[config.mk]
export PLATFORM = sky130hd
export DESIGN_NAME = escape_sequence_unescaper_core
export DESIGN_NICKNAME = d
export VERILOG_FILES = /design/src/sv/esu_pkg.sv /design/src/sv/esu_fifo.sv /design/src/sv/esu_front.sv /design/src/sv/esu_back.sv /design/src/sv/escape_sequence_unescaper_core.sv
export SDC_FILE = /design/constraint.sdc
export NUM_CORES = 1
export LEC_CHECK = 0
export ABC_CLOCK_PERIOD_IN_PS = 7750
export BUFFER_PORTS_ARGS = -buffer_cell sky130_fd_sc_hd__buf_2
export CAP_MARGIN = 20
export CORE_ASPECT_RATIO = 0.75
export CORE_MARGIN = 5
export CORE_UTILIZATION = 55
export DETAILED_ROUTE_END_ITERATION = 10
export PLACE_DENSITY = 0.71
export SYNTH_ARGS = -nofsm -noshare
export SYNTH_HDL_FRONTEND = slang
export SYNTH_SLANG_ARGS = --single-unit
export TNS_END_PERCENT = 50
[constraint.sdc]
create_clock -name clk -period 7.75 [get_ports clk]
set_clock_uncertainty 0.05 [all_clocks]
set_input_delay 0.775 -clock clk [delete_from_list [all_inputs] [get_ports clk]]
set_output_delay 0.775 -clock clk [all_outputs]
set_load 0.005 [all_outputs]
[src/sv/esu_pkg.sv]
// shared types and constants for the escape sequence unescaper
`timescale 1ns / 1ps

package esu_pkg;

  localparam int Q_DEPTH   = 4;
  localparam int OUT_DEPTH = 4;

  // characters that the back end has to produce itself
  localparam logic [7:0] CH_BSLASH  = 8'h5C;
  localparam logic [7:0] CH_LOWER_U = 8'h75;

  typedef enum logic [2:0] {
    ERR_OK    = 3'd0,
    ERR_OCTAL = 3'd1,
    ERR_SURR  = 3'd2,
    ERR_HEX   = 3'd3,
    ERR_TRAIL = 3'd4
  } esu_err_t;

  // one character with its classification
  typedef struct packed {
    logic [7:0] ch;
    logic       is_hex;
    logic [3:0] hex_val;
    logic       is_bslash;
    logic       is_oct;
    logic       is_x;
    logic       is_u;
    logic       is_simple;
    logic [7:0] simple_val;
  } esu_class_t;

  typedef struct packed {
    logic       eos;
    esu_class_t cls;
  } esu_item_t;

  typedef struct packed {
    logic [7:0] value;
    logic       valid;
    logic       last;
    esu_err_t   err;
  } esu_res_t;

endpackage

[src/sv/esu_fifo.sv]
// small register fifo with full and empty flags
`timescale 1ns / 1ps

module esu_fifo #(
  parameter int WIDTH = 8,
  parameter int DEPTH = 4
) (
  input  logic             clk,
  input  logic             rst_n,
  input  logic             push,
  input  logic [WIDTH-1:0] wdata,
  output logic             full,
  input  logic             pop,
  output logic [WIDTH-1:0] rdata,
  output logic             empty
);

  localparam int PTR_W = (DEPTH > 1) ? $clog2(DEPTH) : 1;
  localparam int CNT_W = $clog2(DEPTH + 1);

  logic [WIDTH-1:0] mem_r [DEPTH];
  logic [PTR_W-1:0] wr_ptr_r, wr_ptr_nxt;
  logic [PTR_W-1:0] rd_ptr_r, rd_ptr_nxt;
  logic [CNT_W-1:0] cnt_r, cnt_nxt;
  logic             do_push, do_pop;

  assign full    = (cnt_r == CNT_W'(DEPTH));
  assign empty   = (cnt_r == '0);
  assign do_push = push && !full;
  assign do_pop  = pop && !empty;
  assign rdata   = mem_r[rd_ptr_r];

  always_comb begin
    wr_ptr_nxt = wr_ptr_r;
    rd_ptr_nxt = rd_ptr_r;
    cnt_nxt    = cnt_r;
    if (do_push) begin
      wr_ptr_nxt = (wr_ptr_r == PTR_W'(DEPTH - 1)) ? '0 : PTR_W'(wr_ptr_r + 1'b1);
    end
    if (do_pop) begin
      rd_ptr_nxt = (rd_ptr_r == PTR_W'(DEPTH - 1)) ? '0 : PTR_W'(rd_ptr_r + 1'b1);
    end
    if (do_push && !do_pop) begin
      cnt_nxt = CNT_W'(cnt_r + 1'b1);
    end else if (do_pop && !do_push) begin
      cnt_nxt = CNT_W'(cnt_r - 1'b1);
    end
  end

  always_ff @(posedge clk) begin
    if (!rst_n) begin
      wr_ptr_r <= '0;
      rd_ptr_r <= '0;
      cnt_r    <= '0;
    end else begin
      wr_ptr_r <= wr_ptr_nxt;
      rd_ptr_r <= rd_ptr_nxt;
      cnt_r    <= cnt_nxt;
    end
  end

  always_ff @(posedge clk) begin
    if (do_push) begin
      mem_r[wr_ptr_r] <= wdata;
    end
  end

endmodule

[src/sv/esu_front.sv]
// front end: classifies incoming characters and queues them for the decoder
`timescale 1ns / 1ps

module esu_front #(
  parameter int Q_DEPTH = esu_pkg::Q_DEPTH
) (
  input  logic              clk,
  input  logic              rst_n,
  input  logic              push,
  input  logic [7:0]        in_byte,
  input  logic              in_eos,
  output logic              full,
  input  logic              q_pop,
  output logic              q_empty,
  output esu_pkg::esu_item_t q_item
);

  localparam logic [7:0] CH_ZERO  = 8'h30;
  localparam logic [7:0] CH_SEVEN = 8'h37;
  localparam logic [7:0] CH_NINE  = 8'h39;
  localparam logic [7:0] CH_LC_A  = 8'h61;
  localparam logic [7:0] CH_LC_B  = 8'h62;
  localparam logic [7:0] CH_LC_F  = 8'h66;
  localparam logic [7:0] CH_LC_N  = 8'h6E;
  localparam logic [7:0] CH_LC_R  = 8'h72;
  localparam logic [7:0] CH_LC_T  = 8'h74;
  localparam logic [7:0] CH_LC_V  = 8'h76;
  localparam logic [7:0] CH_LC_X  = 8'h78;
  localparam logic [7:0] CH_UC_A  = 8'h41;
  localparam logic [7:0] CH_UC_F  = 8'h46;

  localparam logic [7:0] CTL_BEL = 8'd7;
  localparam logic [7:0] CTL_BS  = 8'd8;
  localparam logic [7:0] CTL_HT  = 8'd9;
  localparam logic [7:0] CTL_LF  = 8'd10;
  localparam logic [7:0] CTL_VT  = 8'd11;
  localparam logic [7:0] CTL_FF  = 8'd12;
  localparam logic [7:0] CTL_CR  = 8'd13;

  localparam int ITEM_W = $bits(esu_pkg::esu_item_t);

  esu_pkg::esu_item_t item;
  logic [ITEM_W-1:0]  q_rdata;
  logic               is_digit;
  logic               is_lc_hex;
  logic               is_uc_hex;

  assign is_digit  = (in_byte >= CH_ZERO) && (in_byte <= CH_NINE);
  assign is_lc_hex = (in_byte >= CH_LC_A) && (in_byte <= CH_LC_F);
  assign is_uc_hex = (in_byte >= CH_UC_A) && (in_byte <= CH_UC_F);

  always_comb begin
    item.eos           = in_eos;
    item.cls.ch        = in_byte;
    item.cls.is_hex    = is_digit || is_lc_hex || is_uc_hex;
    // letters a-f and A-F both carry their value minus nine in the low nibble
    item.cls.hex_val   = is_digit ? in_byte[3:0] : 4'(in_byte[3:0] + 4'd9);
    item.cls.is_bslash = (in_byte == esu_pkg::CH_BSLASH);
    item.cls.is_oct    = (in_byte >= CH_ZERO) && (in_byte <= CH_SEVEN);
    item.cls.is_x      = (in_byte == CH_LC_X);
    item.cls.is_u      = (in_byte == esu_pkg::CH_LOWER_U);
    item.cls.is_simple = 1'b1;
    unique case (in_byte)
      CH_LC_A: item.cls.simple_val = CTL_BEL;
      CH_LC_B: item.cls.simple_val = CTL_BS;
      CH_LC_F: item.cls.simple_val = CTL_FF;
      CH_LC_N: item.cls.simple_val = CTL_LF;
      CH_LC_R: item.cls.simple_val = CTL_CR;
      CH_LC_T: item.cls.simple_val = CTL_HT;
      CH_LC_V: item.cls.simple_val = CTL_VT;
      default: begin
        item.cls.is_simple  = 1'b0;
        item.cls.simple_val = '0;
      end
    endcase
  end

  esu_fifo #(
    .WIDTH (ITEM_W),
    .DEPTH (Q_DEPTH)
  ) u_queue (
    .clk   (clk),
    .rst_n (rst_n),
    .push  (push),
    .wdata (item),
    .full  (full),
    .pop   (q_pop),
    .rdata (q_rdata),
    .empty (q_empty)
  );

  assign q_item = esu_pkg::esu_item_t'(q_rdata);

endmodule

[src/sv/esu_back.sv]
// back end: escape decoding state machine, one result per cycle while the result queue has room
`timescale 1ns / 1ps

module esu_back (
  input  logic               clk,
  input  logic               rst_n,
  input  logic               q_empty,
  input  esu_pkg::esu_item_t q_item,
  output logic               q_pop,
  input  logic               res_full,
  output logic               res_push,
  output esu_pkg::esu_res_t  res_data
);

  typedef enum logic [4:0] {
    MODE_PLAIN = 5'b00001,
    MODE_ESC   = 5'b00010,
    MODE_HEX   = 5'b00100,
    MODE_UNI   = 5'b01000,
    MODE_OCT   = 5'b10000
  } mode_t;

  typedef enum logic [2:0] {
    PH_RUN    = 3'b001,
    PH_REPLAY = 3'b010,
    PH_CLOSE  = 3'b100
  } phase_t;

  localparam logic [19:0] HEX_MAX  = 20'd127;
  localparam logic [15:0] ACC_MAX  = 16'd127;
  localparam logic [15:0] CP_2BYTE = 16'h0080;
  localparam logic [15:0] CP_3BYTE = 16'h0800;
  localparam logic [4:0]  SURR_TOP = 5'b11011;

  function automatic esu_pkg::esu_res_t mk_res(logic [7:0] v, logic vld,
                                               esu_pkg::esu_err_t e);
    esu_pkg::esu_res_t r;
    r.value = v;
    r.valid = vld;
    r.last  = 1'b0;
    r.err   = e;
    return r;
  endfunction

  mode_t               mode_r, mode_nxt, mode_s;
  phase_t              phase_r, phase_nxt;
  logic [2:0]          dc_r, dc_nxt, dc_s, dc_dec;
  logic [15:0]         acc_r, acc_nxt, acc_s, uni_acc;
  logic                ovf_r, ovf_nxt, ovf_s;
  logic                stop_r, stop_nxt, stop_s;
  logic [1:0]          k_r, k_nxt;
  logic [1:0]          ridx_r, ridx_nxt;
  logic [1:0]          emit_r, emit_nxt;
  logic                hold_v_r, hold_v_nxt;
  esu_pkg::esu_res_t   hold_r, hold_nxt;
  esu_pkg::esu_class_t held_r [3];

  esu_pkg::esu_class_t src;
  esu_pkg::esu_res_t   r_s [3];
  esu_pkg::esu_res_t   cur;
  esu_pkg::esu_res_t   hex_res;
  logic [1:0]          nres_s;
  logic [19:0]         hex_v;
  logic                held_we;
  logic                do_feed, do_end, do_close;
  logic                active, flushing, step_go, last_emit, commit, close_go;

  // source of the next character: queue head, or a held \u character on replay
  always_comb begin
    if (phase_r == PH_REPLAY) begin
      unique case (ridx_r)
        2'd0:    src = held_r[0];
        2'd1:    src = held_r[1];
        default: src = held_r[2];
      endcase
    end else begin
      src = q_item.cls;
    end
  end

  assign do_feed  = ((phase_r == PH_RUN) && !q_empty && !q_item.eos) ||
                    ((phase_r == PH_REPLAY) && (ridx_r != k_r));
  assign do_end   = ((phase_r == PH_RUN) && !q_empty && q_item.eos) ||
                    ((phase_r == PH_REPLAY) && (ridx_r == k_r));
  assign do_close = (phase_r == PH_CLOSE);

  assign hex_v   = {acc_r, src.hex_val};
  assign uni_acc = (!stop_r && src.is_hex) ? {acc_r[11:0], src.hex_val} : acc_r;
  assign dc_dec  = (dc_r != 3'd0) ? 3'(dc_r - 3'd1) : 3'd0;
  assign hex_res = (!ovf_r && (acc_r != '0) && (acc_r <= ACC_MAX)) ?
                   mk_res(acc_r[7:0], 1'b1, esu_pkg::ERR_OK) :
                   mk_res(8'd0, 1'b1, esu_pkg::ERR_HEX);

  // one decode step: next decoder state and up to three results
  always_comb begin
    mode_s  = mode_r;
    dc_s    = dc_r;
    acc_s   = acc_r;
    ovf_s   = ovf_r;
    stop_s  = stop_r;
    nres_s  = 2'd0;
    held_we = 1'b0;
    for (int i = 0; i < 3; i++) begin
      r_s[i] = mk_res(8'd0, 1'b0, esu_pkg::ERR_OK);
    end
    if (do_end) begin
      mode_s = MODE_PLAIN;
      dc_s   = '0;
      acc_s  = '0;
      ovf_s  = 1'b0;
      stop_s = 1'b0;
      unique case (mode_r)
        MODE_UNI: begin
          nres_s = 2'd2;
          r_s[0] = mk_res(esu_pkg::CH_BSLASH, 1'b1, esu_pkg::ERR_OK);
          r_s[1] = mk_res(esu_pkg::CH_LOWER_U, 1'b1, esu_pkg::ERR_OK);
        end
        MODE_ESC: begin
          nres_s = 2'd1;
          r_s[0] = mk_res(8'd0, 1'b1, esu_pkg::ERR_TRAIL);
        end
        MODE_HEX: begin
          nres_s = 2'd1;
          r_s[0] = hex_res;
        end
        default: nres_s = 2'd0;
      endcase
    end else begin
      unique case (mode_r)
        MODE_HEX: begin
          if (src.is_hex) begin
            if (ovf_r || (hex_v > HEX_MAX)) begin
              ovf_s = 1'b1;
            end else begin
              acc_s = hex_v[15:0];
            end
          end else begin
            // terminator closes the escape; a backslash opens a new one, anything else counts as plain text
            r_s[0] = hex_res;
            acc_s  = '0;
            ovf_s  = 1'b0;
            if (src.is_bslash) begin
              mode_s = MODE_ESC;
              nres_s = 2'd1;
            end else begin
              mode_s = MODE_PLAIN;
              nres_s = 2'd2;
              r_s[1] = mk_res(src.ch, 1'b1, esu_pkg::ERR_OK);
            end
          end
        end
        MODE_ESC: begin
          mode_s = MODE_PLAIN;
          if (src.is_simple) begin
            nres_s = 2'd1;
            r_s[0] = mk_res(src.simple_val, 1'b1, esu_pkg::ERR_OK);
          end else if (src.is_x) begin
            mode_s = MODE_HEX;
            acc_s  = '0;
            ovf_s  = 1'b0;
          end else if (src.is_u) begin
            mode_s = MODE_UNI;
            acc_s  = '0;
            dc_s   = '0;
            stop_s = 1'b0;
          end else if (src.is_oct) begin
            mode_s = MODE_OCT;
            dc_s   = 3'd3;
            nres_s = 2'd1;
            r_s[0] = mk_res(8'd0, 1'b0, esu_pkg::ERR_OCTAL);
          end else begin
            nres_s = 2'd1;
            r_s[0] = mk_res(src.ch, 1'b1, esu_pkg::ERR_OK);
          end
        end
        MODE_UNI: begin
          held_we = (dc_r < 3'd3);
          stop_s  = stop_r || !src.is_hex;
          acc_s   = uni_acc;
          dc_s    = 3'(dc_r + 3'd1);
          if (dc_r == 3'd3) begin
            mode_s = MODE_PLAIN;
            acc_s  = '0;
            dc_s   = '0;
            stop_s = 1'b0;
            if (uni_acc < CP_2BYTE) begin
              nres_s = 2'd1;
              r_s[0] = mk_res(uni_acc[7:0], 1'b1, esu_pkg::ERR_OK);
            end else if (uni_acc < CP_3BYTE) begin
              nres_s = 2'd2;
              r_s[0] = mk_res({3'b110, uni_acc[10:6]}, 1'b1, esu_pkg::ERR_OK);
              r_s[1] = mk_res({2'b10, uni_acc[5:0]}, 1'b1, esu_pkg::ERR_OK);
            end else if (uni_acc[15:11] == SURR_TOP) begin
              nres_s = 2'd1;
              r_s[0] = mk_res(8'd0, 1'b1, esu_pkg::ERR_SURR);
            end else begin
              nres_s = 2'd3;
              r_s[0] = mk_res({4'b1110, uni_acc[15:12]}, 1'b1, esu_pkg::ERR_OK);
              r_s[1] = mk_res({2'b10, uni_acc[11:6]}, 1'b1, esu_pkg::ERR_OK);
              r_s[2] = mk_res({2'b10, uni_acc[5:0]}, 1'b1, esu_pkg::ERR_OK);
            end
          end
        end
        MODE_OCT: begin
          dc_s = dc_dec;
          if (dc_dec == 3'd0) begin
            mode_s = MODE_PLAIN;
          end
        end
        MODE_PLAIN: begin
          if (src.is_bslash) begin
            mode_s = MODE_ESC;
          end else begin
            nres_s = 2'd1;
            r_s[0] = mk_res(src.ch, 1'b1, esu_pkg::ERR_OK);
          end
        end
        default: begin
          mode_s = MODE_PLAIN;
          nres_s = 2'd1;
          r_s[0] = mk_res(src.ch, 1'b1, esu_pkg::ERR_OK);
        end
      endcase
    end
  end

  always_comb begin
    unique case (emit_r)
      2'd0:    cur = r_s[0];
      2'd1:    cur = r_s[1];
      default: cur = r_s[2];
    endcase
  end

  // results of an end marker or of a replay pass through the hold register so that the
  // final one can be tagged as last once the flush is known to be over
  assign active    = do_feed || do_end;
  assign flushing  = (phase_r != PH_RUN) || do_end;
  assign step_go   = active && ((nres_s == 2'd0) || !res_full);
  assign last_emit = (emit_r == 2'(nres_s - 2'd1));
  assign commit    = step_go && ((nres_s == 2'd0) || last_emit);
  assign close_go  = do_close && !res_full;

  assign q_pop = close_go || (commit && do_feed && (phase_r == PH_RUN));

  always_comb begin
    res_push = 1'b0;
    res_data = cur;
    if (do_close) begin
      res_push = !res_full;
      if (hold_v_r) begin
        res_data      = hold_r;
        res_data.last = 1'b1;
      end else begin
        res_data      = mk_res(8'd0, 1'b0, esu_pkg::ERR_OK);
        res_data.last = 1'b1;
      end
    end else if (step_go && (nres_s != 2'd0)) begin
      if (flushing) begin
        res_push = hold_v_r;
        res_data = hold_r;
      end else begin
        res_push = 1'b1;
        res_data = cur;
      end
    end
  end

  always_comb begin
    mode_nxt   = mode_r;
    dc_nxt     = dc_r;
    acc_nxt    = acc_r;
    ovf_nxt    = ovf_r;
    stop_nxt   = stop_r;
    phase_nxt  = phase_r;
    k_nxt      = k_r;
    ridx_nxt   = ridx_r;
    emit_nxt   = emit_r;
    hold_v_nxt = hold_v_r;
    hold_nxt   = hold_r;
    if (step_go && (nres_s != 2'd0)) begin
      emit_nxt = commit ? 2'd0 : 2'(emit_r + 2'd1);
      if (flushing) begin
        hold_nxt   = cur;
        hold_v_nxt = 1'b1;
      end
    end
    if (commit) begin
      mode_nxt = mode_s;
      dc_nxt   = dc_s;
      acc_nxt  = acc_s;
      ovf_nxt  = ovf_s;
      stop_nxt = stop_s;
      if (do_end) begin
        if (mode_r == MODE_UNI) begin
          // cut-short \u: replay the characters taken so far
          phase_nxt = PH_REPLAY;
          k_nxt     = dc_r[1:0];
          ridx_nxt  = 2'd0;
        end else begin
          phase_nxt = PH_CLOSE;
        end
      end else if (phase_r == PH_REPLAY) begin
        ridx_nxt = 2'(ridx_r + 2'd1);
      end
    end
    if (close_go) begin
      phase_nxt  = PH_RUN;
      hold_v_nxt = 1'b0;
    end
  end

  always_ff @(posedge clk) begin
    if (!rst_n) begin
      mode_r   <= MODE_PLAIN;
      phase_r  <= PH_RUN;
      dc_r     <= '0;
      acc_r    <= '0;
      ovf_r    <= 1'b0;
      stop_r   <= 1'b0;
      k_r      <= '0;
      ridx_r   <= '0;
      emit_r   <= '0;
      hold_v_r <= 1'b0;
    end else begin
      mode_r   <= mode_nxt;
      phase_r  <= phase_nxt;
      dc_r     <= dc_nxt;
      acc_r    <= acc_nxt;
      ovf_r    <= ovf_nxt;
      stop_r   <= stop_nxt;
      k_r      <= k_nxt;
      ridx_r   <= ridx_nxt;
      emit_r   <= emit_nxt;
      hold_v_r <= hold_v_nxt;
    end
  end

  always_ff @(posedge clk) begin
    hold_r <= hold_nxt;
    for (int i = 0; i < 3; i++) begin
      if (commit && do_feed && held_we && (dc_r[1:0] == 2'(i))) begin
        held_r[i] <= src;
      end
    end
  end

endmodule

[src/sv/escape_sequence_unescaper_core.sv]
// top level of the escape sequence unescaper
`timescale 1ns / 1ps

// Decodes the body of a C-style string literal, one character per transfer,
// each string closed by an end-marker transfer. Both sides are queues: write
// with push while full is low, read with pop while empty is low. A front end
// classifies characters into a Q_DEPTH-entry queue; the back end decoder
// takes at most one character per cycle and writes one result per cycle into
// an OUT_DEPTH-entry result queue, both while the result queue has room. An
// item that yields zero or one result is a single decoder step, so plain text
// streams at one character per clock while the result queue has room. An item
// yielding n results (a UTF-8 sequence of up to three bytes, or a hex
// terminator plus the character itself) writes them one after another before
// the decoder takes the next character. An end marker is one decoder step that
// writes its results one after another, followed by a closing step that writes
// the final result or the empty end result. A \u cut short by the end adds one
// step per replayed character and one more step to end the replay, again if the replay opens another \u.

module escape_sequence_unescaper_core #(
  parameter int Q_DEPTH   = esu_pkg::Q_DEPTH,
  parameter int OUT_DEPTH = esu_pkg::OUT_DEPTH
) (
  input  logic       clk,
  input  logic       rst_n,
  input  logic       push,
  output logic       full,
  input  logic [7:0] in_byte,
  input  logic       in_end_of_string,
  output logic       empty,
  input  logic       pop,
  output logic [7:0] out_byte,
  output logic       out_valid,
  output logic       out_last_of_string,
  output logic [2:0] out_error_code
);

  localparam int RES_W = $bits(esu_pkg::esu_res_t);

  logic               q_pop;
  logic               q_empty;
  esu_pkg::esu_item_t q_item;
  logic               res_push;
  logic               res_full;
  esu_pkg::esu_res_t  res_data;
  logic [RES_W-1:0]   out_rdata;
  esu_pkg::esu_res_t  out_res;

  esu_front #(
    .Q_DEPTH (Q_DEPTH)
  ) u_front (
    .clk     (clk),
    .rst_n   (rst_n),
    .push    (push),
    .in_byte (in_byte),
    .in_eos  (in_end_of_string),
    .full    (full),
    .q_pop   (q_pop),
    .q_empty (q_empty),
    .q_item  (q_item)
  );

  esu_back u_back (
    .clk      (clk),
    .rst_n    (rst_n),
    .q_empty  (q_empty),
    .q_item   (q_item),
    .q_pop    (q_pop),
    .res_full (res_full),
    .res_push (res_push),
    .res_data (res_data)
  );

  esu_fifo #(
    .WIDTH (RES_W),
    .DEPTH (OUT_DEPTH)
  ) u_out_queue (
    .clk   (clk),
    .rst_n (rst_n),
    .push  (res_push),
    .wdata (res_data),
    .full  (res_full),
    .pop   (pop),
    .rdata (out_rdata),
    .empty (empty)
  );

  assign out_res            = esu_pkg::esu_res_t'(out_rdata);
  assign out_byte           = out_res.value;
  assign out_valid          = out_res.valid;
  assign out_last_of_string = out_res.last;
  assign out_error_code     = out_res.err;

  // the decoder only writes results when the result queue has room
  a_no_push_when_full: assert property (@(posedge clk) disable iff (!rst_n)
    res_push |-> !res_full)
    else $error("result written into a full result queue");

  // the decoder only retires a character that is actually queued
  a_no_pop_when_empty: assert property (@(posedge clk) disable iff (!rst_n)
    q_pop |-> !q_empty)
    else $error("character queue read while empty");

  // a result without data is either a dropped octal escape or an empty end
  a_invalid_kind: assert property (@(posedge clk) disable iff (!rst_n)
    (!empty && !out_valid) |->
      (out_error_code == esu_pkg::ERR_OCTAL) ||
      (out_last_of_string && (out_error_code == esu_pkg::ERR_OK)))
    else $error("result without data of unexpected kind");

  // a shown result stays put until it is read
  a_out_hold: assert property (@(posedge clk) disable iff (!rst_n)
    (!empty && !pop) |=> (!empty && $stable(out_rdata)))
    else $error("waiting result changed before transfer");

endmodule
==> results.txt, run 1 <==
----------------------------------------------------
[Status]
  Run status ... complete, no violations

[Global route]
  Initial antenna violation count ... 0
  Grt total ovfl ... 0
  GR Util All Layers ... 0.2358
  Maximum number of pins on one net before global-route repair ... 61
  Global-route wire length before repair ... 54070 um
  Number of global-route vias before repair ... 9312

[Die]
  Standard-cell rows ... 50
  DIE HEIGHT ... 148.6 um
  Total die area ... 0.02895 sq mm
  Core region area ... 0.02509 sq mm
  Starting density of the core ... 0.5616
  IO Pins ... 28
  Die Width ... 194.8 um

[Final layout]
  Fin util ... 0.6223
  Most frequent standard cell in the layout excluding fill and tap cells ... sky130_fd_sc_hd__edfxtp_1
  Ant. Diodes ... 0
  Count of nets after finishing ... 1203
  Layout-stage area growth over the synthesis result ... 10.80%
  Most frequent cells in the layout ... sky130_fd_sc_hd__edfxtp_1 (234), sky130_fd_sc_hd__nand2_1 (136), sky130_fd_sc_hd__nor2_1 (64)
  Final-layout fill cell count ... 1948
  Fraction of final layout cells with drive strength greater than 1 ... 0.1455
  Non-Filler Instances ... 1520

[Route]
  Post-detailed-route count of antenna-violating nets ... 0
  Total Routed Length ... 34930 um
  Total via count after detailed routing ... 9898
  Via density per instance ... 6.512
  Number of DRC violations after detailed routing ... 0
  Drt initial violations ... 1134
  Detailed-routing iteration count for the pre-antenna-repair pass ... 6
  Post-DR wirelength/cell ... 22.98 um

[Placed design]
  DP Wirelength ... 24160 um
  Placed cells ... 1469
  GPL Wtd Cong ... 1.017
  Number of input and output port buffers inserted ... 27

[Timing]
  Maximum frequency from static timing analysis ... 168.7 MHz
  Hold Fails Final Rpt ... 0
  Setup_tns ... 0 ns
  Tcrit/Tclk final ... 0.7650
  Min Tclk post-route ... 5.929 ns
  Slew at the pin closest to its max-slew limit ... 1.196 ns
  Worst max-slew margin expressed relative to the limit ... 0.1823
  Setup repair after global routing missed its margin ... false
  Fin. max-slew vios ... 0
  Final Setup Violations ... 0

[Min path]
  Hold path startpoint ... in_end_of_string
  Capture endpoint of the worst hold path ... u_front.u_queue.mem_r[1][22]
  Hold-critical path depth ... 1
  Class of the tightest hold or removal check ... in -> reg

[Setup path]
  Critical setup path kind ... reg -> reg
  Reg2reg path depth ... 23
  Setup crit start kind ... flip-flop
  Arrival time at the worst endpoint ... 6.35 ns
  Worst setup EP type ... flip-flop
  Critical register-to-register path startpoint ... u_back.ridx_r[0]
  Highest fanout seen on the critical path ... 22
  Capturing point of the worst reg2reg path ... u_front.u_queue.cnt_r[2]
  Register-to-register path setup slack ... 1.82 ns
  Critical path data required time ... 8.17 ns

[Synthesis]
  Mean cell area of the mapped netlist ... 12.24 sq um
  Sequential area share after synthesis ... 0.5754
  Warning count from the yosys run ... 0
  Multiplexer share of the synthesized area ... 0.09324
  Area share of the leading cell type in the synthesized netlist ... 0.4987
  Distinct cell type count after synthesis ... 84
  Number of instances in the synthesized netlist ... 1151
  Main synth FF type ... sky130_fd_sc_hd__edfxtp_1
  Synthesized-area fraction occupied by and/or/nand/nor cells ... 0.1327
  Number of synthesized flops with an enable pin ... 234
  Area contributors post-synth ... sky130_fd_sc_hd__edfxtp_1 (50%), sky130_fd_sc_hd__dfxtp_1 (7.7%), sky130_fd_sc_hd__mux4_2 (5.8%)
  Async set-or-reset flop fraction in the synthesized netlist ... 0
  Post-synthesis share of cell area spent on xor and xnor gates ... 0.007459
  Cell taking the most area after synthesis ... sky130_fd_sc_hd__edfxtp_1
  Dominant combinational cell family by area after synthesis ... compound AO/OA/AOI/OAI gates
  Synthesized Nets ... 1193
  Compound-gate portion of the synthesized area ... 0.1359
  Cell area after synthesis ... 0.01409 sq mm
  Share of synthesized cell area in full adder, half adder and majority cells ... 0.02682
  Flops & latches, synth ... 288

[Clock tree]
  Bufs on Longest Clock Path ... 3
  Clock slew at reported path FFs ... 0.07 ns
  Setup Fix Bufs, Post-CTS ... 0
  Hold_buf cts ... 0
  Root cell of the clock tree ... sky130_fd_sc_hd__clkbuf_16
  Number of clock sinks seen by CTS ... 288
  Number of buffers created by CTS ... 27
  Post-CTS sizing ... 0
  Latest clock arrival within the worst-skew pair ... 0.54 ns
  H-Tree Level Count ... 1
  TritonCTS clock tree ... built

[Power]
  Fraction of power consumed by sequential logic ... 0.381
  Leak ... 5.480 nW
  Worst supply voltage drop on vdd ... 0.1743 mV
  Total power density per cell area ... 358.1 mW/mm^2
  Clk pwr share ... 0.281
  Combinational share of power ... 0.337
  Switching Fraction ... 0.3316
  Overall power after layout ... 5.590 mW
  Internal cell power ... 3.736 mW
  Switch Pwr ... 1.854 mW

[Run]
  Max-cap violation count ... 0

----------------------------------------------------
[worst max path at each step]
stage / cells past startpoint / endpoint / from
after floorplan: 17 / u_back.held_r[0][0] / u_back.ridx_r[0]
after global placement: 22 / u_front.u_queue.cnt_r[2] / u_back.ridx_r[0]
after detailed placement: 22 / u_front.u_queue.cnt_r[2] / u_back.ridx_r[0]
after CTS: 22 / u_front.u_queue.cnt_r[2] / u_back.ridx_r[0]
after global routing: 23 / u_front.u_queue.cnt_r[2] / u_back.ridx_r[0]
final: 23 / u_front.u_queue.cnt_r[2] / u_back.ridx_r[0]
[cells in the mapped netlist (9+ instances only)]
cell	n
sky130_fd_sc_hd__a21o_1	10
sky130_fd_sc_hd__a21oi_1	56
sky130_fd_sc_hd__a22o_1	25
sky130_fd_sc_hd__a22oi_1	22
sky130_fd_sc_hd__a31oi_1	24
sky130_fd_sc_hd__and2_1	16
sky130_fd_sc_hd__and3_1	13
sky130_fd_sc_hd__buf_2	9
sky130_fd_sc_hd__clkbuf_1	51
sky130_fd_sc_hd__dfxtp_1	54
sky130_fd_sc_hd__edfxtp_1	234
sky130_fd_sc_hd__ha_1	27
sky130_fd_sc_hd__inv_1	24
sky130_fd_sc_hd__mux2_2	9
sky130_fd_sc_hd__mux2i_1	39
sky130_fd_sc_hd__mux4_2	36
sky130_fd_sc_hd__nand2_1	136
sky130_fd_sc_hd__nand2b_1	12
sky130_fd_sc_hd__nand3_1	28
sky130_fd_sc_hd__nor2_1	64
sky130_fd_sc_hd__nor2b_1	11
sky130_fd_sc_hd__nor3_1	21
sky130_fd_sc_hd__nor4_1	10
sky130_fd_sc_hd__o21ai_0	34
sky130_fd_sc_hd__o22ai_1	11
sky130_fd_sc_hd__o31ai_1	10
sky130_fd_sc_hd__or3_1	9
sky130_fd_sc_hd__xnor2_1	9
[layer usage]
metal / vias up / part of all wire / global-route usage
met5: - / 0 / 0
met4: 0 / 0.021 / 0.05059
met3: 64 / 0.093 / 0.05593
met2: 461 / 0.42 / 0.3360
met1: 4916 / 0.47 / 0.3707
li1: 4457 / - / -
[power groups by stage]
stage               clock network, mW  registers, mW  logic [mW]
floorplan                           0           2.11        1.38
global placement                    0           2.15        1.83
detailed placement                  0           2.16        1.85
CTS                              1.59           2.13        1.86
global route                     1.67           2.15        2.05
finish                           1.57           2.13        1.89
[per-stage QoR]
| stage | instance area [sq um] | hold WS [ns] | setup WS (ns) |
|---|---|---|---|
| 2_1_floorplan | 14090 | 0.4009 | 1.757 |
| 3_3_place_gp | 14520 | 0.4338 | 2.058 |
| 3_5_place_dp | 14520 | 0.4452 | 1.924 |
| 4_1_cts | 15610 | 0.4017 | 1.889 |
| 5_1_grt | 15610 | 0.4023 | 1.423 |
| 6_report | 15610 | 0.4157 | 1.821 |
[state kept, by name, indices dropped and copies added, names as in the netlist, 3 cells and up, named ones only]
name	cells
u_back.hold_r	12
u_out_queue.cnt_r	3
u_back.mode_r	5
u_out_queue.mem_r	52
u_front.u_queue.cnt_r	3
u_back.phase_r	3
u_back.held_r	78
u_back.acc_r	16
u_back.dc_r	3
u_front.u_queue.mem_r	92
[cell type report]
class                      count  area (sq um)  share of cell area
sequential                   288          8109              0.5194
multi-input combinational    768          5587              0.3579
clock buffer                  36         802.0             0.05137
tap                          338         422.9             0.02709
timing repair buffer          52         320.3             0.02052
clock inverter                14         280.3             0.01795
inverter                      24         90.09            0.005771
[cell families after synthesis]
kind of cell	Yosys count
compound gates	270
xor+xnor	12
fa+ha+maj	29
buf+inv	95
flops	288
mux	85
simple gates	372
[worst max-delay path: stages, from the launching register on]
cell and delay, ns:
sky130_fd_sc_hd__dfxtp_1 0.39, sky130_fd_sc_hd__inv_1 0.08, sky130_fd_sc_hd__ha_1 0.33, sky130_fd_sc_hd__buf_4 0.28, sky130_fd_sc_hd__or3b_2 0.57, sky130_fd_sc_hd__a31oi_4 0.30, sky130_fd_sc_hd__a21oi_1 0.19, sky130_fd_sc_hd__o22ai_1 0.29
sky130_fd_sc_hd__nand2_1 0.23, sky130_fd_sc_hd__o21ai_1 0.30, sky130_fd_sc_hd__nand2_1 0.10, sky130_fd_sc_hd__ha_1 0.29, sky130_fd_sc_hd__nand2b_1 0.12, sky130_fd_sc_hd__nand2_1 0.07, sky130_fd_sc_hd__o211ai_1 0.13, sky130_fd_sc_hd__nor3_1 0.10
sky130_fd_sc_hd__and2_1 0.28, sky130_fd_sc_hd__o31ai_2 0.42, sky130_fd_sc_hd__ha_1 0.26, sky130_fd_sc_hd__inv_1 0.06, sky130_fd_sc_hd__fa_1 0.37, sky130_fd_sc_hd__xor2_1 0.18, sky130_fd_sc_hd__or3_1 0.30, sky130_fd_sc_hd__a21boi_0 0.16
Note: power is estimated with default switching activity, not from simulation.
==> inputs of run 2 (changes only) <==
--- a/config.mk
+++ b/config.mk
@@ -5,7 +5,8 @@
 export SDC_FILE = /design/constraint.sdc
 export NUM_CORES = 1
 export LEC_CHECK = 0
-export ABC_CLOCK_PERIOD_IN_PS = 7750
+export ABC_AREA = 1
+export ABC_CLOCK_PERIOD_IN_PS = 6100
 export BUFFER_PORTS_ARGS = -buffer_cell sky130_fd_sc_hd__buf_2
 export CAP_MARGIN = 20
 export CORE_ASPECT_RATIO = 0.75
==> constraint.sdc (replaced) <==
create_clock -name clk -period 6.1 [get_ports clk]
set_clock_uncertainty 0.05 [all_clocks]
set_input_delay 0.61 -clock clk [delete_from_list [all_inputs] [get_ports clk]]
set_output_delay 0.61 -clock clk [all_outputs]
set_load 0.005 [all_outputs]
==> run 2 against run 1 <==
- total power is 40% higher
- clock power rose by 6%
- cell count up 21%
- via count increased by 8.6%
- first-iteration DRC count shrank 7.1%
- worst hold slack got worse by 0.17 ns
- synthesized cell count increased by 26%
- sequential cell count did not move
- critical path depth rose by 6
- sequential power is 34% higher
==> results.txt, run 2 <==
----------------------------------------------------
[Timing]
  Worst max-slew margin expressed relative to the limit ... 0.4013 (+0.2190)
  Slew at the pin closest to its max-slew limit ... 0.8948 ns (-0.3008 ns)
  Setup WS post-layout ... 0.6694 ns (-1.152 ns)
  Min Tclk post-route ... 5.431 ns (-0.4983 ns)
  Hold Fails Final Rpt ... 0 (unchanged)
  Final Setup Violations ... 0 (unchanged)
  Fin. max-slew vios ... 0 (unchanged)
  Maximum frequency from static timing analysis ... 184.1 MHz (+9.2%)
  Setup_tns ... 0 ns (unchanged)
  Setup repair after global routing missed its margin ... false
  Tcrit/Tclk final ... 0.8903 (+0.1252)

[Clock tree]
  Number of clock sinks seen by CTS ... 288 (unchanged)
  Root cell of the clock tree ... sky130_fd_sc_hd__clkbuf_16
  Setup Fix Bufs, Post-CTS ... 0 (unchanged)
  Number of buffers created by CTS ... 28 (+3.7%)
  Bufs on Longest Clock Path ... 3 (unchanged)
  Hold_buf cts ... 0 (unchanged)
  Clock slew at reported path FFs ... 0.06 ns (about the same)
  H-Tree Level Count ... 1 (unchanged)
  TritonCTS clock tree ... built
  Post-CTS sizing ... 0 (unchanged)
  Latest clock arrival within the worst-skew pair ... 0.55 ns (about the same)

[Route]
  Post-detailed-route count of antenna-violating nets ... 0 (unchanged)
  Drt initial violations ... 1054 (-7.1%)
  Post-DR wirelength/cell ... 19.06 um (-17%)
  Total via count after detailed routing ... 10750 (+8.6%)
  Total Routed Length ... 35080 um (+0.42%)
  Detailed-routing iteration count for the pre-antenna-repair pass ... 6 (unchanged)
  Number of DRC violations after detailed routing ... 0 (unchanged)
  Via density per instance ... 5.841 (-10%)

[Setup path]
  Setup crit start kind ... flip-flop
  Cell type of the slowest stage on the worst timing path ... sky130_fd_sc_hd__ha_1
  Arrival time at the worst endpoint ... 5.80 ns (-0.55 ns)
  Worst setup EP type ... flip-flop
  Critical path data required time ... 6.47 ns (-1.70 ns)
  Reg2reg path depth ... 29 (+26%)
  Highest fanout seen on the critical path ... 24 (+9.1%)
  Critical setup path kind ... reg -> reg
  Crit-path max cell delay ... 0.54 ns (-0.03 ns)

[Synthesis]
  Flops & latches, synth ... 288 (unchanged)
  Number of instances in the synthesized netlist ... 1454 (+26%)
  Area contributors post-synth ... sky130_fd_sc_hd__edfxtp_1 (50%), sky130_fd_sc_hd__dfxtp_1 (7.7%), sky130_fd_sc_hd__nand2_1 (6.2%)
  Async set-or-reset flop fraction in the synthesized netlist ... 0 (unchanged)
  Cell taking the most area after synthesis ... sky130_fd_sc_hd__edfxtp_1
  Number of synthesized flops with an enable pin ... 234 (unchanged)
  Cell area after synthesis ... 0.01403 sq mm (-0.39%)
  Sequential area share after synthesis ... 0.5777 (+0.002257)
  Area share of the leading cell type in the synthesized netlist ... 0.5007 (+0.001956)
  Warning count from the yosys run ... 0 (unchanged)
  Synthesized Nets ... 1496 (+25%)
  Mean cell area of the mapped netlist ... 9.652 sq um (-21%)
  Distinct cell type count after synthesis ... 62 (-26%)
  Most frequent cell after synthesis ... sky130_fd_sc_hd__edfxtp_1
  Most instantiated cells after synthesis ... sky130_fd_sc_hd__edfxtp_1 (234), sky130_fd_sc_hd__nand2_1 (230), sky130_fd_sc_hd__nor2_1 (173)
  Main synth FF type ... sky130_fd_sc_hd__edfxtp_1

[Global route]
  Number of global-route vias before repair ... 9877 (+6.1%)
  Global-route wire length before repair ... 54960 um (+1.6%)
  Maximum number of pins on one net before global-route repair ... 39 (-36%)
  Grt total ovfl ... 0 (unchanged)
  Initial antenna violation count ... 0 (unchanged)
  GR Util All Layers ... 0.2365 (+0.0007112)

[Final layout]
  Max FFs per register ... 92 (unchanged)
  Ant. Diodes ... 0 (unchanged)
  Registers with the highest flip-flop counts ... u_front.u_queue.mem_r x92, u_back.held_r x78, u_out_queue.mem_r x52
  Fraction of final layout cells with drive strength greater than 1 ... 0.1079 (-0.03766)
  Count of nets after finishing ... 1523 (+27%)
  Final non-filler cell area ... 0.01543 sq mm (-1.2%)
  Final-layout fill cell count ... 2074 (+6.5%)
  Most frequent cells in the layout ... sky130_fd_sc_hd__edfxtp_1 (234), sky130_fd_sc_hd__nand2_1 (230), sky130_fd_sc_hd__nor2_1 (166), sky130_fd_sc_hd__o21ai_0 (166), sky130_fd_sc_hd__inv_1 (163)
  Most frequent standard cell in the layout excluding fill and tap cells ... sky130_fd_sc_hd__edfxtp_1
  Layout-stage area growth over the synthesis result ... 9.940%
  Most flop-heavy register ... u_front.u_queue.mem_r

[Run]
  Max-cap violation count ... 0 (unchanged)

[Placed design]
  Number of input and output port buffers inserted ... 27 (unchanged)
  GPL Wtd Cong ... 0.9927 (-2.4%)
  DP Wirelength ... 24990 um (+3.4%)
  Placed Area ... 0.01455 sq mm (+0.16%)
  Post-placement setup slack ... 0.7391 ns (-1.185 ns)

[Die]
  Core region area ... 0.02502 sq mm (-0.25%)
  Die Width ... 194.5 um (-0.18%)
  Standard-cell rows ... 50 (unchanged)
  DIE HEIGHT ... 148.3 um (-0.18%)
  IO Pins ... 28 (unchanged)
  Total die area ... 0.02885 sq mm (-0.37%)
  Starting density of the core ... 0.5608 (-0.0007959)

[Min path]
  Hold-critical path depth ... 1 (unchanged)
  Class of the tightest hold or removal check ... in -> reg

[Power]
  Leak ... 5.696 nW (+3.9%)
  Total power density per cell area ... 506.7 mW/mm^2 (+41%)
  Overall power after layout ... 7.818 mW (+40%)
  Worst supply voltage drop on vdd ... 0.2382 mV (+37%)

[Status]
  Run status ... complete, no violations

----------------------------------------------------
==> run 2: where the power goes <==
| group | internal (mW) | switching (mW) | total, mW |
|---|---|---|---|
| sequential | 2.71 | 0.135 | 2.85 |
| clock | 0.951 | 0.715 | 1.67 |
| combinational | 0.924 | 2.38 | 3.31 |
==> run 2: layer usage <==
metal,part of all wire,vias to the layer above,global-route usage
met5,0,-,0
met4,0.017,0,0.04111
met3,0.090,43,0.05480
met2,0.41,440,0.3313
met1,0.49,5144,0.3802
li1,-,5121,-
==> run 2: layout make-up <==
type                            count  area [sq um]  share of cell area
Clock buffer                       36         750.7             0.04865
Timing Repair Buffer               54         345.3             0.02238
Clock inverter                     15         132.6            0.008596
Multi-Input combinational cell    935          5015              0.3250
Sequential cell                   288          8108              0.5255
Tap cell                          338         422.9             0.02741
Inverter                          174         655.6             0.04249
==> run 2: logic make-up after synthesis <==
kind of cell	after synthesis	share of synthesized area
buffers and inverters	231	0.06624
AOI/OAI and AO/OA	350	0.1467
xor gates and xnor gates	6	0.003744
DFF	288	0.5777
adders and majority gates	29	0.02692
and+or+nand+nor	550	0.1787
==> run 2: critical path: cells and delay by family (launching register included) <==
| kind | cells | cell delay (ns) |
|---|---|---|
| AO/OA/AOI/OAI | 7 | 1.16 |
| adder cells (fa/ha/maj) | 4 | 1.19 |
| buffers and inverters | 4 | 0.43 |
| flip-flops | 1 | 0.40 |
| AND/OR/NAND/NOR | 14 | 2.04 |
==> run 2: final timing paths <==
check | startpoint | endpoint | slack, ns
setup / recovery | u_back.ridx_r[0] | u_out_queue.cnt_r[2] | 0.67
hold / removal | in_end_of_string | u_front.u_queue.mem_r[2][22] | 0.25
setup reg to reg | u_back.ridx_r[0] | u_out_queue.cnt_r[2] | 0.67
hold reg to reg | u_back.k_r[0] | u_back.k_r[0] | 0.43
==> run 2: through the flow <==
step,hold WS (ns),std cells,util
6_report,0.2460,1840,0.6166
5_1_grt,0.2299,1840,0.6166
4_1_cts,0.2279,1840,0.6166
3_5_place_dp,0.4140,1789,0.5813
3_3_place_gp,0.4160,1788,0.5807
2_1_floorplan,0.3871,1454,-
==> inputs of run 3 (changes only) <==
--- a/config.mk
+++ b/config.mk
@@ -13,6 +13,7 @@
 export CORE_MARGIN = 5
 export CORE_UTILIZATION = 55
 export DETAILED_ROUTE_END_ITERATION = 10
+export GPL_TIMING_DRIVEN = 0
 export PLACE_DENSITY = 0.71
 export SYNTH_ARGS = -nofsm -noshare
 export SYNTH_HDL_FRONTEND = slang
==> run 3 against run 2 <==
- non-clock buffer count grew 39
- cell count grew 2.0%
- sequential cell count is the same
- worst setup slack lost 0.10 ns
- sequential share of layout area shrank 0.60 points
==> results.txt, run 3 (synthesized netlist as in run 2, its figures left out) <==
----------------------------------------------------
[Route]
  Drt initial violations ... 1277 (+21%)
  Number of DRC violations after detailed routing ... 0 (unchanged)
  Post-detailed-route count of antenna-violating nets ... 0 (unchanged)
  Total via count after detailed routing ... 10910 (+1.5%)
  Via density per instance ... 5.816 (-0.43%)
  Total Routed Length ... 35850 um (+2.2%)
  Detailed-routing iteration count for the pre-antenna-repair pass ... 8 (+2)
  Post-DR wirelength/cell ... 19.11 um (+0.23%)

[Final layout]
  Ant. Diodes ... 0 (unchanged)
  Final non-filler cell area ... 0.01561 sq mm (+1.2%)
  Most frequent standard cell in the layout excluding fill and tap cells ... sky130_fd_sc_hd__edfxtp_1
  Fin util ... 0.6238 (+0.007150)
  Layout-stage area growth over the synthesis result ... 11.21%
  Registers with the highest flip-flop counts ... u_front.u_queue.mem_r x92, u_back.held_r x78, u_out_queue.mem_r x52
  Most frequent cells in the layout ... sky130_fd_sc_hd__edfxtp_1 (234), sky130_fd_sc_hd__nand2_1 (230), sky130_fd_sc_hd__nor2_1 (166), sky130_fd_sc_hd__o21ai_0 (166), sky130_fd_sc_hd__inv_1 (163)
  Most flop-heavy register ... u_front.u_queue.mem_r
  Fraction of final layout cells with drive strength greater than 1 ... 0.1027 (-0.005125)
  Count of nets after finishing ... 1562 (+2.6%)
  Max FFs per register ... 92 (unchanged)

[Timing]
  Hold Fails Final Rpt ... 0 (unchanged)
  Tcrit/Tclk final ... 0.9073 (+0.01706)
  Min Tclk post-route ... 5.535 ns (+0.1041 ns)
  Worst max-slew margin expressed relative to the limit ... 0.3344 (-0.06687)
  Maximum frequency from static timing analysis ... 180.7 MHz (-1.9%)
  Setup_tns ... 0 ns (unchanged)
  Fin. max-slew vios ... 0 (unchanged)
  Setup repair after global routing missed its margin ... false
  Final Setup Violations ... 0 (unchanged)
  Slew at the pin closest to its max-slew limit ... 0.9908 ns (+0.09599 ns)

[Global route]
  Grt total ovfl ... 0 (unchanged)
  Initial antenna violation count ... 0 (unchanged)
  GR Util All Layers ... 0.2424 (+0.005856)
  Maximum number of pins on one net before global-route repair ... 27 (-31%)
  Global-route wire length before repair ... 56050 um (+2.0%)
  Number of global-route vias before repair ... 10120 (+2.5%)

[Clock tree]
  TritonCTS clock tree ... built
  Latest clock arrival within the worst-skew pair ... 0.54 ns (about the same)
  Post-CTS sizing ... 0 (unchanged)
  Number of buffers created by CTS ... 28 (unchanged)
  Root cell of the clock tree ... sky130_fd_sc_hd__clkbuf_16
  Bufs on Longest Clock Path ... 3 (unchanged)
  Clock slew at reported path FFs ... 0.06 ns (about the same)
  Setup Fix Bufs, Post-CTS ... 0 (unchanged)
  Hold_buf cts ... 0 (unchanged)
  H-Tree Level Count ... 1 (unchanged)
  Number of clock sinks seen by CTS ... 288 (unchanged)

[Setup path]
  Launch point of the worst path ... u_back.ridx_r[0]
  Cell type with the highest occurrence count on the critical path ... sky130_fd_sc_hd__nand2_1
  Setup crit start kind ... flip-flop
  Buffer and inverter count on the worst path ... 6 (+2)
  Highest fanout seen on the critical path ... 19 (-21%)
  Reg2reg path depth ... 25 (-14%)
  Crit path capture ... u_out_queue.mem_r[0][1]
  Critical setup path kind ... reg -> reg
  Arrival time at the worst endpoint ... 5.76 ns (-0.04 ns)
  Capturing point of the worst reg2reg path ... u_out_queue.mem_r[0][1]
  Worst setup EP type ... flip-flop
  Crit-path max cell delay ... 0.46 ns (-0.08 ns)
  Critical register-to-register path startpoint ... u_back.ridx_r[0]
  Cell class contributing the biggest share of worst-path delay ... simple AND/OR/NAND/NOR gates
  Critical path data required time ... 6.32 ns (-0.15 ns)
  Register-to-register path setup slack ... 0.57 ns (-0.10 ns)
  Cell type of the slowest stage on the worst timing path ... sky130_fd_sc_hd__o21ai_0
  Levels on crit path ... 25 (-14%)

[Die]
  Standard-cell rows ... 50 (unchanged)
  IO Pins ... 28 (unchanged)
  DIE HEIGHT ... 148.3 um (unchanged)
  Die Width ... 194.5 um (unchanged)
  Starting density of the core ... 0.5608 (unchanged)
  Total die area ... 0.02885 sq mm (unchanged)
  Core region area ... 0.02502 sq mm (unchanged)

[Power]
  Worst supply voltage drop on vdd ... 0.2772 mV (+16%)
  Switch Pwr ... 3.300 mW (+2.1%)
  Fraction of power consumed by sequential logic ... 0.358 (-0.006)
  Overall power after layout ... 7.914 mW (+1.2%)
  Internal cell power ... 4.615 mW (+0.64%)
  Total power density per cell area ... 507.0 mW/mm^2 (about the same)
  Leak ... 5.721 nW (+0.44%)
  Combinational share of power ... 0.434 (+0.011)
  Switching Fraction ... 0.4169 (+0.003473)
  Clk pwr share ... 0.208 (-0.005)

[Run]
  Max-cap violation count ... 0 (unchanged)

[Placed design]
  Placed Area ... 0.01474 sq mm (+1.3%)
  DP Wirelength ... 25920 um (+3.7%)
  Number of input and output port buffers inserted ... 27 (unchanged)
  GPL Wtd Cong ... 1.014 (+2.1%)

[Status]
  Run status ... complete, no violations

[Min path]
  Class of the tightest hold or removal check ... in -> reg

----------------------------------------------------
==> run 3: worst min path at each step <==
stage	from	to	slack (ns)	cells past startpoint
6_report	in_end_of_string	u_front.u_queue.mem_r[2][22]	0.24	1
5_1_grt	in_end_of_string	u_front.u_queue.mem_r[2][22]	0.24	1
4_1_cts	in_end_of_string	u_front.u_queue.mem_r[2][22]	0.22	1
3_5_place_dp	u_back.k_r[1]	u_back.k_r[1]	0.41	2
3_3_place_gp	u_back.k_r[1]	u_back.k_r[1]	0.40	2
2_1_floorplan	u_back.k_r[1]	u_back.k_r[1]	0.39	2
==> run 3: final cells by class <==
class / instances / area (sq um)
buffer: 57 / 274.0
sequential: 288 / 8108
clock buffer: 32 / 715.7
fill: 2101 / 9415
multi-input combinational: 935 / 5025
tap: 338 / 422.9
clock inverter: 16 / 151.4
inverter: 174 / 655.6
timing repair buffer: 36 / 256.5
==> run 3: worst reg2reg max path, stage by stage, from the launching register on <==
cell                       delay [ns]
sky130_fd_sc_hd__dfxtp_1         0.39
sky130_fd_sc_hd__inv_1           0.08
sky130_fd_sc_hd__ha_1            0.21
sky130_fd_sc_hd__buf_6           0.16
sky130_fd_sc_hd__nor2_8          0.15
sky130_fd_sc_hd__nand2_1         0.10
sky130_fd_sc_hd__nand2_4         0.15
sky130_fd_sc_hd__nand3_4         0.13
sky130_fd_sc_hd__o21ai_1         0.32
sky130_fd_sc_hd__nand2_1         0.15
sky130_fd_sc_hd__nor2_4          0.18
sky130_fd_sc_hd__inv_1           0.08
sky130_fd_sc_hd__nor2_2          0.27
sky130_fd_sc_hd__nor2_2          0.14
sky130_fd_sc_hd__nand2_1         0.15
sky130_fd_sc_hd__nand3_1         0.09
sky130_fd_sc_hd__nand2_1         0.18
sky130_fd_sc_hd__ha_1            0.18
sky130_fd_sc_hd__inv_1           0.09
sky130_fd_sc_hd__a22oi_1         0.30
sky130_fd_sc_hd__nand2_1         0.24
sky130_fd_sc_hd__inv_1           0.17
sky130_fd_sc_hd__nand2_1         0.29
sky130_fd_sc_hd__clkinv_1        0.45
sky130_fd_sc_hd__nor2_1          0.11
sky130_fd_sc_hd__o21ai_0         0.46
==> run 3: power by group through the flow <==
stage | Sequential (mW) | Combinational (mW) | Clock [mW]
2_1_floorplan | 2.84 | 2.31 | 0
3_3_place_gp | 2.87 | 3.24 | 0
3_5_place_dp | 2.87 | 3.35 | 0
4_1_cts | 2.83 | 3.36 | 1.67
5_1_grt | 2.86 | 3.79 | 1.76
6_report | 2.83 | 3.43 | 1.65
==> run 3: routing by layer <==
layer	GRT usage	routed length, um
met5	0	0
met1	0.3739	16480
met3	0.05616	3412
met4	0.03935	449
met2	0.3590	15500
==> run 3: stage by stage <==
| step | setup slack [ns] | hold slack, ns | instances |
|---|---|---|---|
| 2_1_floorplan | 1.231 | 0.3871 | 1454 |
| 3_3_place_gp | -0.3794 | 0.4043 | 1819 |
| 3_5_place_dp | 0.7219 | 0.4068 | 1828 |
| 4_1_cts | 0.6786 | 0.2231 | 1876 |
| 5_1_grt | 0.1625 | 0.2374 | 1876 |
| 6_report | 0.5654 | 0.2433 | 1876 |
